==> src/design/program_flow_signature_monitor_top_assert.svh <==
// Assertion macros used by the program flow monitor core.
`ifndef PROGRAM_FLOW_SIGNATURE_MONITOR_TOP_ASSERT_SVH
`define PROGRAM_FLOW_SIGNATURE_MONITOR_TOP_ASSERT_SVH

// Same-cycle implication, checked on every rising edge outside reset.
`define PFSM_ASSERT_NOW(label, clk, rst_n, ante, cons) \
	label: assert property (@(posedge clk) disable iff (!rst_n) (ante) |-> (cons)) \
		else $error("pfsm assertion failed");

// Next-cycle implication, checked on every rising edge outside reset.
`define PFSM_ASSERT_NEXT(label, clk, rst_n, ante, cons) \
	label: assert property (@(posedge clk) disable iff (!rst_n) (ante) |=> (cons)) \
		else $error("pfsm assertion failed");

`endif

==> src/design/pfsm_pkg.sv <==
// Package with the types, action codes and constants of the program flow monitor.
`timescale 1ns / 1ps
package pfsm_pkg;

	localparam int SIG_W     = 32;
	localparam int ID_W      = 8;
	localparam int CNT_W     = 32;
	localparam int TIME_W    = 32;
	localparam int ACT_W     = 3;
	localparam int CFG_IDX_W = 1;

	localparam logic [ACT_W-1:0] ACT_CHECKPOINT = 3'd0;
	localparam logic [ACT_W-1:0] ACT_VERIFY     = 3'd1;
	localparam logic [ACT_W-1:0] ACT_RESET      = 3'd2;
	localparam logic [ACT_W-1:0] ACT_TICK       = 3'd3;
	localparam logic [ACT_W-1:0] ACT_RECENT     = 3'd4;

	localparam logic [CFG_IDX_W-1:0] REG_SEED     = 1'd0;
	localparam logic [CFG_IDX_W-1:0] REG_EXPECTED = 1'd1;

	localparam logic [SIG_W-1:0] GOLDEN_MUL = 32'h9E37_79B9;
	localparam logic [SIG_W-1:0] SEED_RESET = '0;

	typedef struct packed {
		logic [ACT_W-1:0]  action;
		logic [ID_W-1:0]   checkpoint_id;
		logic [TIME_W-1:0] timeout_ticks;
		logic [SIG_W-1:0]  id_mix;
	} item_t;

	typedef struct packed {
		logic [SIG_W-1:0] seed;
		logic [SIG_W-1:0] expected;
	} cfg_t;

endpackage

==> src/design/pfsm_item_if.sv <==
// Input channel carrying one monitor action word.
`timescale 1ns / 1ps
interface pfsm_item_if;
	import pfsm_pkg::*;

	logic              valid;
	logic              ready;
	logic [ACT_W-1:0]  action;
	logic [ID_W-1:0]   checkpoint_id;
	logic [TIME_W-1:0] timeout_ticks;

	modport source (output valid, action, checkpoint_id, timeout_ticks, input ready);
	modport sink (input valid, action, checkpoint_id, timeout_ticks, output ready);
endinterface

==> src/design/pfsm_result_if.sv <==
// Output channel carrying one monitor result word.
`timescale 1ns / 1ps
interface pfsm_result_if;
	import pfsm_pkg::*;

	logic             valid;
	logic             ready;
	logic             pass;
	logic [SIG_W-1:0] signature_out;
	logic             sequence_complete_out;
	logic             error_out;
	logic [CNT_W-1:0] hit_count_out;

	modport source (output valid, pass, signature_out, sequence_complete_out, error_out,
		hit_count_out, input ready);
	modport sink (input valid, pass, signature_out, sequence_complete_out, error_out,
		hit_count_out, output ready);
endinterface

==> src/design/pfsm_cfg_if.sv <==
// Configuration write channel: register index and write data.
`timescale 1ns / 1ps
interface pfsm_cfg_if;
	import pfsm_pkg::*;

	logic                 valid;
	logic                 ready;
	logic [CFG_IDX_W-1:0] index;
	logic [SIG_W-1:0]     data;

	modport source (output valid, index, data, input ready);
	modport sink (input valid, index, data, output ready);
endinterface

==> src/design/pfsm_cfg_regs.sv <==
// Configuration registers: signature seed and expected signature.
`timescale 1ns / 1ps
module pfsm_cfg_regs
	import pfsm_pkg::*;
(
	input  logic   clk,
	input  logic   arst_n,
	pfsm_cfg_if.sink cfg,
	output cfg_t   regs
);

	logic [SIG_W-1:0] seed_q;
	logic [SIG_W-1:0] expected_q;

	assign cfg.ready = 1'b1;

	always_ff @(posedge clk or negedge arst_n) begin
		if (!arst_n) begin
			seed_q     <= SEED_RESET;
			expected_q <= '0;
		end else if (cfg.valid) begin
			unique case (cfg.index)
				REG_SEED:     seed_q     <= cfg.data;
				REG_EXPECTED: expected_q <= cfg.data;
				default: ;
			endcase
		end
	end

	assign regs.seed     = seed_q;
	assign regs.expected = expected_q;

endmodule

==> src/design/pfsm_in_stage.sv <==
// Input register stage; also forms the checkpoint id mixing product.
`timescale 1ns / 1ps
module pfsm_in_stage
	import pfsm_pkg::*;
(
	input  logic      clk,
	input  logic      arst_n,
	pfsm_item_if.sink item,
	input  logic      take,
	output logic      valid_s1,
	output item_t     item_s1
);

	logic [SIG_W-1:0] mix_lo;
	logic             accept;

	assign item.ready = !valid_s1 || take;
	assign accept     = item.valid && item.ready;

	// The product is taken mod 2^32, so it is formed at word width only.
	assign mix_lo = {{(SIG_W-ID_W){1'b0}}, item.checkpoint_id} * GOLDEN_MUL;

	always_ff @(posedge clk or negedge arst_n) begin
		if (!arst_n) begin
			valid_s1 <= 1'b0;
		end else if (accept) begin
			valid_s1 <= 1'b1;
		end else if (take) begin
			valid_s1 <= 1'b0;
		end
	end

	always_ff @(posedge clk) begin
		if (accept) begin
			item_s1.action        <= item.action;
			item_s1.checkpoint_id <= item.checkpoint_id;
			item_s1.timeout_ticks <= item.timeout_ticks;
			item_s1.id_mix        <= mix_lo;
		end
	end

endmodule

==> src/design/pfsm_core.sv <==
// Monitor state, per-action update logic and the result register.
`timescale 1ns / 1ps
`include "program_flow_signature_monitor_top_assert.svh"
module pfsm_core
	import pfsm_pkg::*;
(
	input  logic          clk,
	input  logic          arst_n,
	input  cfg_t          regs,
	input  logic          valid_s1,
	input  item_t         item_s1,
	output logic          take,
	pfsm_result_if.source result
);

	logic [SIG_W-1:0]  sig_q,  sig_n;
	logic [CNT_W-1:0]  hit_q,  hit_n;
	logic [ID_W-1:0]   last_id_q, last_id_n;
	logic [TIME_W-1:0] last_time_q, last_time_n;
	logic [TIME_W-1:0] time_q, time_n;
	logic              cmpl_q, cmpl_n;
	logic              err_q,  err_n;
	logic              pass_n;
	logic              out_valid_q;
	logic [SIG_W-1:0]  folded;
	logic [TIME_W-1:0] elapsed;
	logic              exp_set;
	logic              verify_fail;

	assign take    = valid_s1 && (!out_valid_q || result.ready);
	assign exp_set = regs.expected != '0;
	assign folded  = {sig_q[SIG_W-2:0], sig_q[SIG_W-1]} ^ item_s1.id_mix;
	assign elapsed = time_q - last_time_q;
	assign verify_fail = (exp_set && (sig_q != regs.expected)) || (hit_q == '0);

	always_comb begin
		sig_n       = sig_q;
		hit_n       = hit_q;
		last_id_n   = last_id_q;
		last_time_n = last_time_q;
		time_n      = time_q;
		cmpl_n      = cmpl_q;
		err_n       = err_q;
		pass_n      = 1'b0;
		unique case (item_s1.action)
			ACT_CHECKPOINT: begin
				sig_n       = folded;
				last_id_n   = item_s1.checkpoint_id;
				last_time_n = time_q;
				hit_n       = hit_q + 1'b1;
				if (exp_set && (folded == regs.expected)) begin
					cmpl_n = 1'b1;
				end
			end
			ACT_VERIFY: begin
				if (verify_fail) begin
					err_n = 1'b1;
				end else begin
					hit_n  = '0;
					pass_n = 1'b1;
				end
			end
			ACT_RESET: begin
				sig_n     = regs.seed;
				hit_n     = '0;
				last_id_n = '0;
				cmpl_n    = 1'b0;
				err_n     = 1'b0;
			end
			ACT_TICK: begin
				time_n = time_q + 1'b1;
			end
			ACT_RECENT: begin
				pass_n = (last_id_q == item_s1.checkpoint_id) &&
					(elapsed <= item_s1.timeout_ticks);
			end
			default: ;
		endcase
	end

	always_ff @(posedge clk or negedge arst_n) begin
		if (!arst_n) begin
			sig_q       <= SEED_RESET;
			hit_q       <= '0;
			last_id_q   <= '0;
			last_time_q <= '0;
			time_q      <= '0;
			cmpl_q      <= 1'b0;
			err_q       <= 1'b0;
		end else if (take) begin
			sig_q       <= sig_n;
			hit_q       <= hit_n;
			last_id_q   <= last_id_n;
			last_time_q <= last_time_n;
			time_q      <= time_n;
			cmpl_q      <= cmpl_n;
			err_q       <= err_n;
		end
	end

	always_ff @(posedge clk or negedge arst_n) begin
		if (!arst_n) begin
			out_valid_q <= 1'b0;
		end else if (take) begin
			out_valid_q <= 1'b1;
		end else if (result.ready) begin
			out_valid_q <= 1'b0;
		end
	end

	// The result word shows the state as it stands after the action.
	always_ff @(posedge clk) begin
		if (take) begin
			result.pass                  <= pass_n;
			result.signature_out         <= sig_n;
			result.sequence_complete_out <= cmpl_n;
			result.error_out             <= err_n;
			result.hit_count_out         <= hit_n;
		end
	end

	assign result.valid = out_valid_q;

	`PFSM_ASSERT_NEXT(a_reset_clears, clk, arst_n, take && (item_s1.action == ACT_RESET),
		(hit_q == '0) && !err_q && !cmpl_q && (last_id_q == '0))
	`PFSM_ASSERT_NOW(a_err_from_verify, clk, arst_n, $rose(err_q),
		$past(take && (item_s1.action == ACT_VERIFY)))
	`PFSM_ASSERT_NEXT(a_time_only_tick, clk, arst_n, !(take && (item_s1.action == ACT_TICK)),
		$stable(time_q))
	`PFSM_ASSERT_NOW(a_result_from_take, clk, arst_n, $rose(out_valid_q), $past(take))

endmodule

==> src/design/program_flow_signature_monitor_top.sv <==
// Top level of the program flow signature monitor.
`timescale 1ns / 1ps
// The monitor takes one action word per clock while results are taken, and
// returns exactly one result word for each, in order. A result word becomes
// valid once its action has been loaded into the input register and the core
// has carried the state update into the result register. The signature fold,
// counters and flags update combinationally in the core stage, so actions
// stream at one per clock while the result side takes words; a stalled result
// holds back the input register and then the input channel. Configuration
// writes are always accepted; a new seed takes effect at the next reset
// action.
module program_flow_signature_monitor_top
	import pfsm_pkg::*;
(
	input  logic          clk,
	input  logic          arst_n,
	pfsm_cfg_if.sink      cfg,
	pfsm_item_if.sink     item,
	pfsm_result_if.source result
);

	cfg_t  regs;
	logic  valid_s1;
	item_t item_s1;
	logic  take;

	pfsm_cfg_regs u_cfg_regs (
		.clk    (clk),
		.arst_n (arst_n),
		.cfg    (cfg),
		.regs   (regs)
	);

	pfsm_in_stage u_in_stage (
		.clk      (clk),
		.arst_n   (arst_n),
		.item     (item),
		.take     (take),
		.valid_s1 (valid_s1),
		.item_s1  (item_s1)
	);

	pfsm_core u_core (
		.clk      (clk),
		.arst_n   (arst_n),
		.regs     (regs),
		.valid_s1 (valid_s1),
		.item_s1  (item_s1),
		.take     (take),
		.result   (result)
	);

endmodule
==> src/flat_wrapper.sv <==
// flat-port wrapper written by rule: the top's interface ports become plain ports
module program_flow_signature_monitor_top_flat import pfsm_pkg::*;
  (clk, arst_n, cfg_valid, cfg_index, cfg_data, cfg_ready, item_valid, item_action, item_checkpoint_id, item_timeout_ticks, item_ready, result_valid, result_pass, result_signature_out, result_sequence_complete_out, result_error_out, result_hit_count_out, result_ready);
  pfsm_cfg_if cfg_i ();
  pfsm_item_if item_i ();
  pfsm_result_if result_i ();
  input  logic clk;
  input  logic arst_n;
  input wire logic [$bits(cfg_i.valid)-1:0] cfg_valid;
  input wire logic [$bits(cfg_i.index)-1:0] cfg_index;
  input wire logic [$bits(cfg_i.data)-1:0] cfg_data;
  output wire logic [$bits(cfg_i.ready)-1:0] cfg_ready;
  input wire logic [$bits(item_i.valid)-1:0] item_valid;
  input wire logic [$bits(item_i.action)-1:0] item_action;
  input wire logic [$bits(item_i.checkpoint_id)-1:0] item_checkpoint_id;
  input wire logic [$bits(item_i.timeout_ticks)-1:0] item_timeout_ticks;
  output wire logic [$bits(item_i.ready)-1:0] item_ready;
  output wire logic [$bits(result_i.valid)-1:0] result_valid;
  output wire logic [$bits(result_i.pass)-1:0] result_pass;
  output wire logic [$bits(result_i.signature_out)-1:0] result_signature_out;
  output wire logic [$bits(result_i.sequence_complete_out)-1:0] result_sequence_complete_out;
  output wire logic [$bits(result_i.error_out)-1:0] result_error_out;
  output wire logic [$bits(result_i.hit_count_out)-1:0] result_hit_count_out;
  input wire logic [$bits(result_i.ready)-1:0] result_ready;
  assign cfg_i.valid = cfg_valid;
  assign cfg_i.index = cfg_index;
  assign cfg_i.data = cfg_data;
  assign cfg_ready = cfg_i.ready;
  assign item_i.valid = item_valid;
  assign item_i.action = item_action;
  assign item_i.checkpoint_id = item_checkpoint_id;
  assign item_i.timeout_ticks = item_timeout_ticks;
  assign item_ready = item_i.ready;
  assign result_valid = result_i.valid;
  assign result_pass = result_i.pass;
  assign result_signature_out = result_i.signature_out;
  assign result_sequence_complete_out = result_i.sequence_complete_out;
  assign result_error_out = result_i.error_out;
  assign result_hit_count_out = result_i.hit_count_out;
  assign result_i.ready = result_ready;
  program_flow_signature_monitor_top u_core (.clk(clk), .arst_n(arst_n), .cfg(cfg_i), .item(item_i), .result(result_i));
endmodule
==> config.mk <==
export PLATFORM = sky130hd
export DESIGN_NAME = program_flow_signature_monitor_top_flat
export DESIGN_NICKNAME = d
export VERILOG_FILES = /design/src/design/pfsm_pkg.sv /design/src/design/pfsm_item_if.sv /design/src/design/pfsm_result_if.sv /design/src/design/pfsm_cfg_if.sv /design/src/design/pfsm_cfg_regs.sv /design/src/design/pfsm_in_stage.sv /design/src/design/pfsm_core.sv /design/src/design/program_flow_signature_monitor_top.sv /design/src/flat_wrapper.sv
export VERILOG_INCLUDE_DIRS = /design/src /design/src/design
export SDC_FILE = /design/constraint.sdc
export NUM_CORES = 1
export LEC_CHECK = 0
export BUFFER_PORTS_ARGS = -buffer_cell sky130_fd_sc_hd__buf_2
export CAP_MARGIN = 20
export CORE_ASPECT_RATIO = 0.75
export CORE_MARGIN = 3
export CORE_UTILIZATION = 45
export DETAILED_ROUTE_END_ITERATION = 7
export SLEW_MARGIN = 10
export SYNTH_ARGS = -nofsm -noshare
export SYNTH_HDL_FRONTEND = slang
export SYNTH_SLANG_ARGS = --single-unit
==> constraint.sdc <==
create_clock -name clk -period 5.7 [get_ports clk]
set_input_delay 0.57 -clock clk [delete_from_list [all_inputs] [get_ports clk]]
set_output_delay 0.57 -clock clk [all_outputs]
set_load 0.01 [all_outputs]
Word level (Yosys, flattened, before mapping)
Cells that the tools add are included.
Word-level totals
  register bits after elaboration: 346
  input port bits: 81
  output and inout port bits: 70
  word-level logic and storage cells: 69
Operators by class
  add/sub/neg operators: 3
  $mul: 1
  magnitude comparators: 1
  equality and inequality tests: 7
  multiplexer cells: 14
  bitwise operators: 2
  reductions and logical operators: 21
Operator list (count)
  case mux 32 bit (3 select lines): 1
  adder 32 x 1 -> 32 bit (second input constant): 2
  case mux 32 bit (2 select lines): 1
  == test 32 bit: 1
  <= comparator 32 bit: 1
  logical NOT 32 bit: 1
  multiplier 8 x 32 -> 32 bit (second input constant): 1
  2-to-1 mux 32 bit: 1
  inequality test 32 bit: 1
  nonzero test 32 bit: 1
  subtractor 32 bit: 1
  bitwise XOR 32 bit: 1
  case mux 8 bit (2 select lines): 1
  AND reduction 2 bit: 5
  == test 8 bit: 1
  2-to-1 mux 1 bit: 7
  == test 3 x 2 -> 1 bit (second input constant): 2
  case mux 1 bit (2 select lines): 3
  nonzero test 2 bit: 3
  logical AND 1 bit: 5
  == test 3 x 1 -> 1 bit (second input constant): 1
  == test 3 bit (second input constant): 1
  logical NOT 3 bit: 1
  logical OR 1 bit: 3
  2 further kinds: 3

Longest topological paths before layout
  depth after elaboration: 6
  gate-level depth with buffers: 20
  gate-level depth less buffers: 20

By module
Synthesis repeated with hierarchy kept, for this count alone.
Second synthesis, totals
  cell total of the unflattened synthesis: 2057
  area, all modules: 21286.7 sq um
Modules (own cells, without submodules)
  pfsm_core: instances 1, cells each 1416, area each 12956.2 sq um
  pfsm_in_stage: instances 1, cells each 502, area each 5893.2 sq um
  pfsm_cfg_regs: instances 1, cells each 139, area each 2437.3 sq um

Worst setup path after synthesis
OpenSTA, ideal clock, no wires.
  kind: input to register
  from: in item_checkpoint_id[5]
  to: reg, netlist name u_core.u_in_stage.item_s1[29]
  setup time: 0.262 ns
  arrival: 4.621 ns
  slack: 0.817 ns
  stages: 14
  cells stage by stage: fa_1 inv_1 fa_1 fa_1 inv_1 fa_1 ha_1 or4_1 o21ai_2 o211ai_1 a221o_1 a21oi_1 o21ai_1 xor2_1
Between the ends
  longest elaborated chain between the ends: 1
RTL lines
  start: declaration: line flat_wrapper.sv:15  | input wire logic [$bits(item_i.checkpoint_id)-1:0] item_checkpoint_id;
  multiplier 8 x 32 -> 32 bit: line pfsm_in_stage.sv:21  | assign mix_lo = {{(SIG_W-ID_W){1'b0}}, item.checkpoint_id} * GOLDEN_MUL;
  named net u_core.u_in_stage.mix_lo[29]: line pfsm_in_stage.sv:14  | logic [SIG_W-1:0] mix_lo;
The timed path passes the listed nets, and every way through them passes these cells.
A chain may end at the register's enable or synchronous reset.

Final worst setup path
  from: in item_checkpoint_id[5]
  to: reg, netlist name u_core.u_in_stage.item_s1[29]
Between the ends
  longest elaborated chain between the ends: 1
RTL lines (line)
  multiplier 8 x 32 -> 32 bit: pfsm_in_stage.sv:21
  named net u_core.u_in_stage.mix_lo[29]: pfsm_in_stage.sv:14
The timed path passes the listed nets, and every way through them passes these cells.

==> results by group <==
Setup path
  – Worst EP arrival: 5.12 ns
  – Worst setup path endpoint: u_core.u_in_stage.item_s1[29]
  – Crit path cell chain: buf_2 > fa_1 > inv_1 > fa_1 > fa_1 > inv_1 > fa_1 > ha_1 > or4_1 > o21ai_2 > o211ai_1 > a221o_1 > a21oi_1 > o21ai_1 > xor2_1
  – Startpoint Class: primary input
  – Setup CP Type: in2reg
  – CP Launch Point: item_checkpoint_id[5]
  – Slowest stage delay, CP: 0.64 ns
  – Crit end category: register
  – Worst Path Required: 6.01 ns
  – Crit path max fanout: 7
  – Reg-to-reg slack, setup: 1.31 ns
  – Worst reg2reg endpoint: u_core.u_core.result.pass
  – Worst r2r src: u_core.u_core.time_q[5]
  – Slowest stage cell on the critical path: fa_1
  – Cell mode on critical path: fa_1
  – Register-to-Register Path Depth: 17

Yosys
  – Post-Synth XOR/XNOR Area: 8.012%
  – Simple-gate share of the synthesized area: 11.94%
  – Post-synth EDFFs: 139
  – Adder-cell share of the synthesized area: 13.96%
  – Synth top area cells: dfrtp_1 (25%), edfxtp_1 (21%), ha_1 (7.8%)
  – Mapped Area: 20330 µm²
  – Mapped Nets: 2193
  – Unique masters post-synth: 77
  – Synth top cells by count: nand2_1 (210), dfrtp_1 (204), inv_1 (157)
  – Post-synthesis mux area share: 3.594%
  – Leading area contributor after synthesis: dfrtp_1
  – FFs w/ async S/R, synth: 59.48%
  – Post-synthesis sequential area ratio: 45.64%
  – Cell with the most instances after synthesis: nand2_1
  – Main combinational cell family by area after synthesis: adder cells
  – Top FF cell, synth: dfrtp_1
  – Seq cells post-synth: 343
  – Syn Inst Count: 1923
  – Compound-Gate Fraction of Synth Area: 12.57%
  – Syn_area_per_cell: 10.57 µm²
  – Synth warn: 0
  – Synth top area share: 25.11%

Clock network
  – Postcts setup bufs: 0
  – Hold Buf Count CTS: 0
  – Root buffer cell: clkbuf_16
  – Skew-Pair Late Insertion Delay: 0.57 ns
  – Post-CTS sizing: 0
  – Clock-pin slew on the worst setup and hold paths: 0.06 ns
  – Clock tree buffer depth: 3
  – Clk sinks: 343
  – CTS Buf Count: 38
  – CTS tree: yes
  – H-tree depth: 2

Power
  – Peak supply drop: 0.0002072 V
  – Cell Pwr Density: 456.5 nW/µm²
  – Total leakage power: 10.20 nW

Timing
  – Slew HR: 31.23%
  – RSZ-0062 raised after global routing: false
  – Final number of setup-violating endpoints: 0
  – Period Utilization, post-route: 84.44%
  – Post-Route Skew: 0.02375 ns
  – Hold Vio Cnt, Final: 0
  – Worst-margin pin slew: 1.032 ns
  – Max Slew Vio Count: 0
  – Fin crit period: 4.813 ns
  – Setup_tns: 0 ns
  – FMAX: 0.2078 GHz

Global route
  – GR Util met3: 4.660%
  – Initial antenna violation count: 1
  – Pin count of the biggest net entering global routing: 109
  – Gr ovfl total: 0
  – GRT Max-Usage Layer: met1
  – Met2 global-route usage: 31.75%
  – Met1 GRT Util: 35.94%
  – Global-route usage over all layers: 22.58%
  – Vias in the first global route: 14480
  – First-pass GRT wire length: 84060 µm

Drt
  – DR vias: 14940
  – DRT Pass-1 Iters: 5
  – Residual DRC: 0
  – Vias/cell: 5.605
  – Initial drt markers: 1292
  – WL final: 53450 µm
  – Avg WL per Cell: 20.05 µm
  – Remaining antenna violation count: 0

Place
  – PortBufs: 149
  – GPL Wtd Cong: 0.8913
  – Post-DP HPWL: 39340 µm

Floorplan
  – Die Span X: 251.4 µm
  – DIE AREA: 47800 µm²
  – # IOs: 151
  – Die Ht: 190.1 µm
  – Core Area: 44010 µm²
  – Initial Util: 46.19%
  – Row count: 66

Cells and area
  – Largest register by flop count: u_core.u_in_stage.item_s1
  – Sequential cell area: 9279 µm²
  – Area Overhead vs Synth: 13.00%
  – Multi-input gate area: 10210 µm²
  – Share of the core filled with cells: 52.20%
  – Layout cells sized above 1: 15.38%
  – Diodes inserted: 0
  – Fin nets: 2327
  – Fillers: 3963
  – Max reg flops: 72

Min path
  – Worst min path class: in2async

Outcome
  – Run status: finished, final reports clean

Job
  – Maxcap violations: 0
## layout by cell type, fill, tap and decap left out, types with 35 or more instances in the layout
| master | count |
|---|---|
| inv_1 | 156 |
| a21oi_1 | 103 |
| nand2_1 | 210 |
| nand3_1 | 35 |
| buf_2 | 148 |
| mux2_2 | 64 |
| nand4_1 | 46 |
| xnor2_1 | 123 |
| ha_1 | 126 |
| xor2_1 | 63 |
| nor2_1 | 91 |
| dfrtp_1 | 204 |
| a31oi_1 | 38 |
| clkbuf_16 | 40 |
| o21ai_0 | 96 |
| fa_1 | 63 |
| edfxtp_1 | 139 |
## layout make-up
cell class                 instances  area share, %
clock buffer                      59          5.016
multi-input combinational       1354          44.42
inverter                         157          2.571
sequential                       343          40.39
clock inverter                    11         0.6590
tap                              578          3.148
timing repair buffer             163          3.796
## critical path: cells and delay by family
family                     cells  cell delay [ns]
AOI/OAI and AO/OA              5             1.13
and+or+nand+nor                1             0.54
adders and majority gates      5             2.43
buffers and inverters          3             0.30
xor gates and xnor gates       1             0.14
## routing by layer
layer | part of all wire (%) | up-vias | routed length [µm]
met4 | 1.5 | 0 | 785
met3 | 7.1 | 54 | 3819
li1 | - | 7042 | -
met2 | 41 | 498 | 21870
met5 | 0 | - | 0
met1 | 50 | 7343 | 26970
## cell families (layout without fill, tap and decap cells)
logic type,after synthesis,in the layout
adders and majority gates,189,189
DFF,343,343
buffers and inverters,226,390
other,1,1
xor gates and xnor gates,186,186
and+or+nand+nor,513,513
muxes,65,65
AOI/OAI and AO/OA,400,400
## power breakdown
group          switching, mW  leakage (nW)  internal [mW]
Sequential             0.429          3.96           3.17
Combinational           2.47          5.60           1.84
Clock                   1.04         0.642           1.54
## through the flow
step | instances | setup slack (ns) | total power, mW | cell area (µm²) | hold slack [ns]
final | 2665 | 0.8869 | 10.49 | 22970 | 0.06300
after floorplan | 1923 | 0.8174 | 6.610 | 20330 | 0.2744
after global placement | 2594 | 0.4184 | 7.793 | 21660 | 0.4607
after detailed placement | 2594 | 0.3271 | 7.897 | 21660 | 0.4690
after CTS | 2664 | 0.9291 | 10.53 | 22970 | 0.1266
after global routing | 2665 | 0.6980 | 11.23 | 22970 | 0.1246
## worst min path at each step
| stage | endpoint | from | cells past startpoint |
|---|---|---|---|
| after CTS | u_core.u_cfg_regs.expected_q[18] | arst_n | 1 |
| after global routing | u_core.u_cfg_regs.seed_q[13] | arst_n | 1 |
| after global placement | u_core.u_core.cmpl_q | u_core.u_core.cmpl_q | 2 |
| after floorplan | u_core.u_cfg_regs.expected_q[0] | arst_n | 0 |
| after detailed placement | u_core.u_core.cmpl_q | u_core.u_core.cmpl_q | 2 |
| final | u_core.u_cfg_regs.seed_q[20] | arst_n | 1 |
Note: power is estimated with default switching activity, not from simulation.
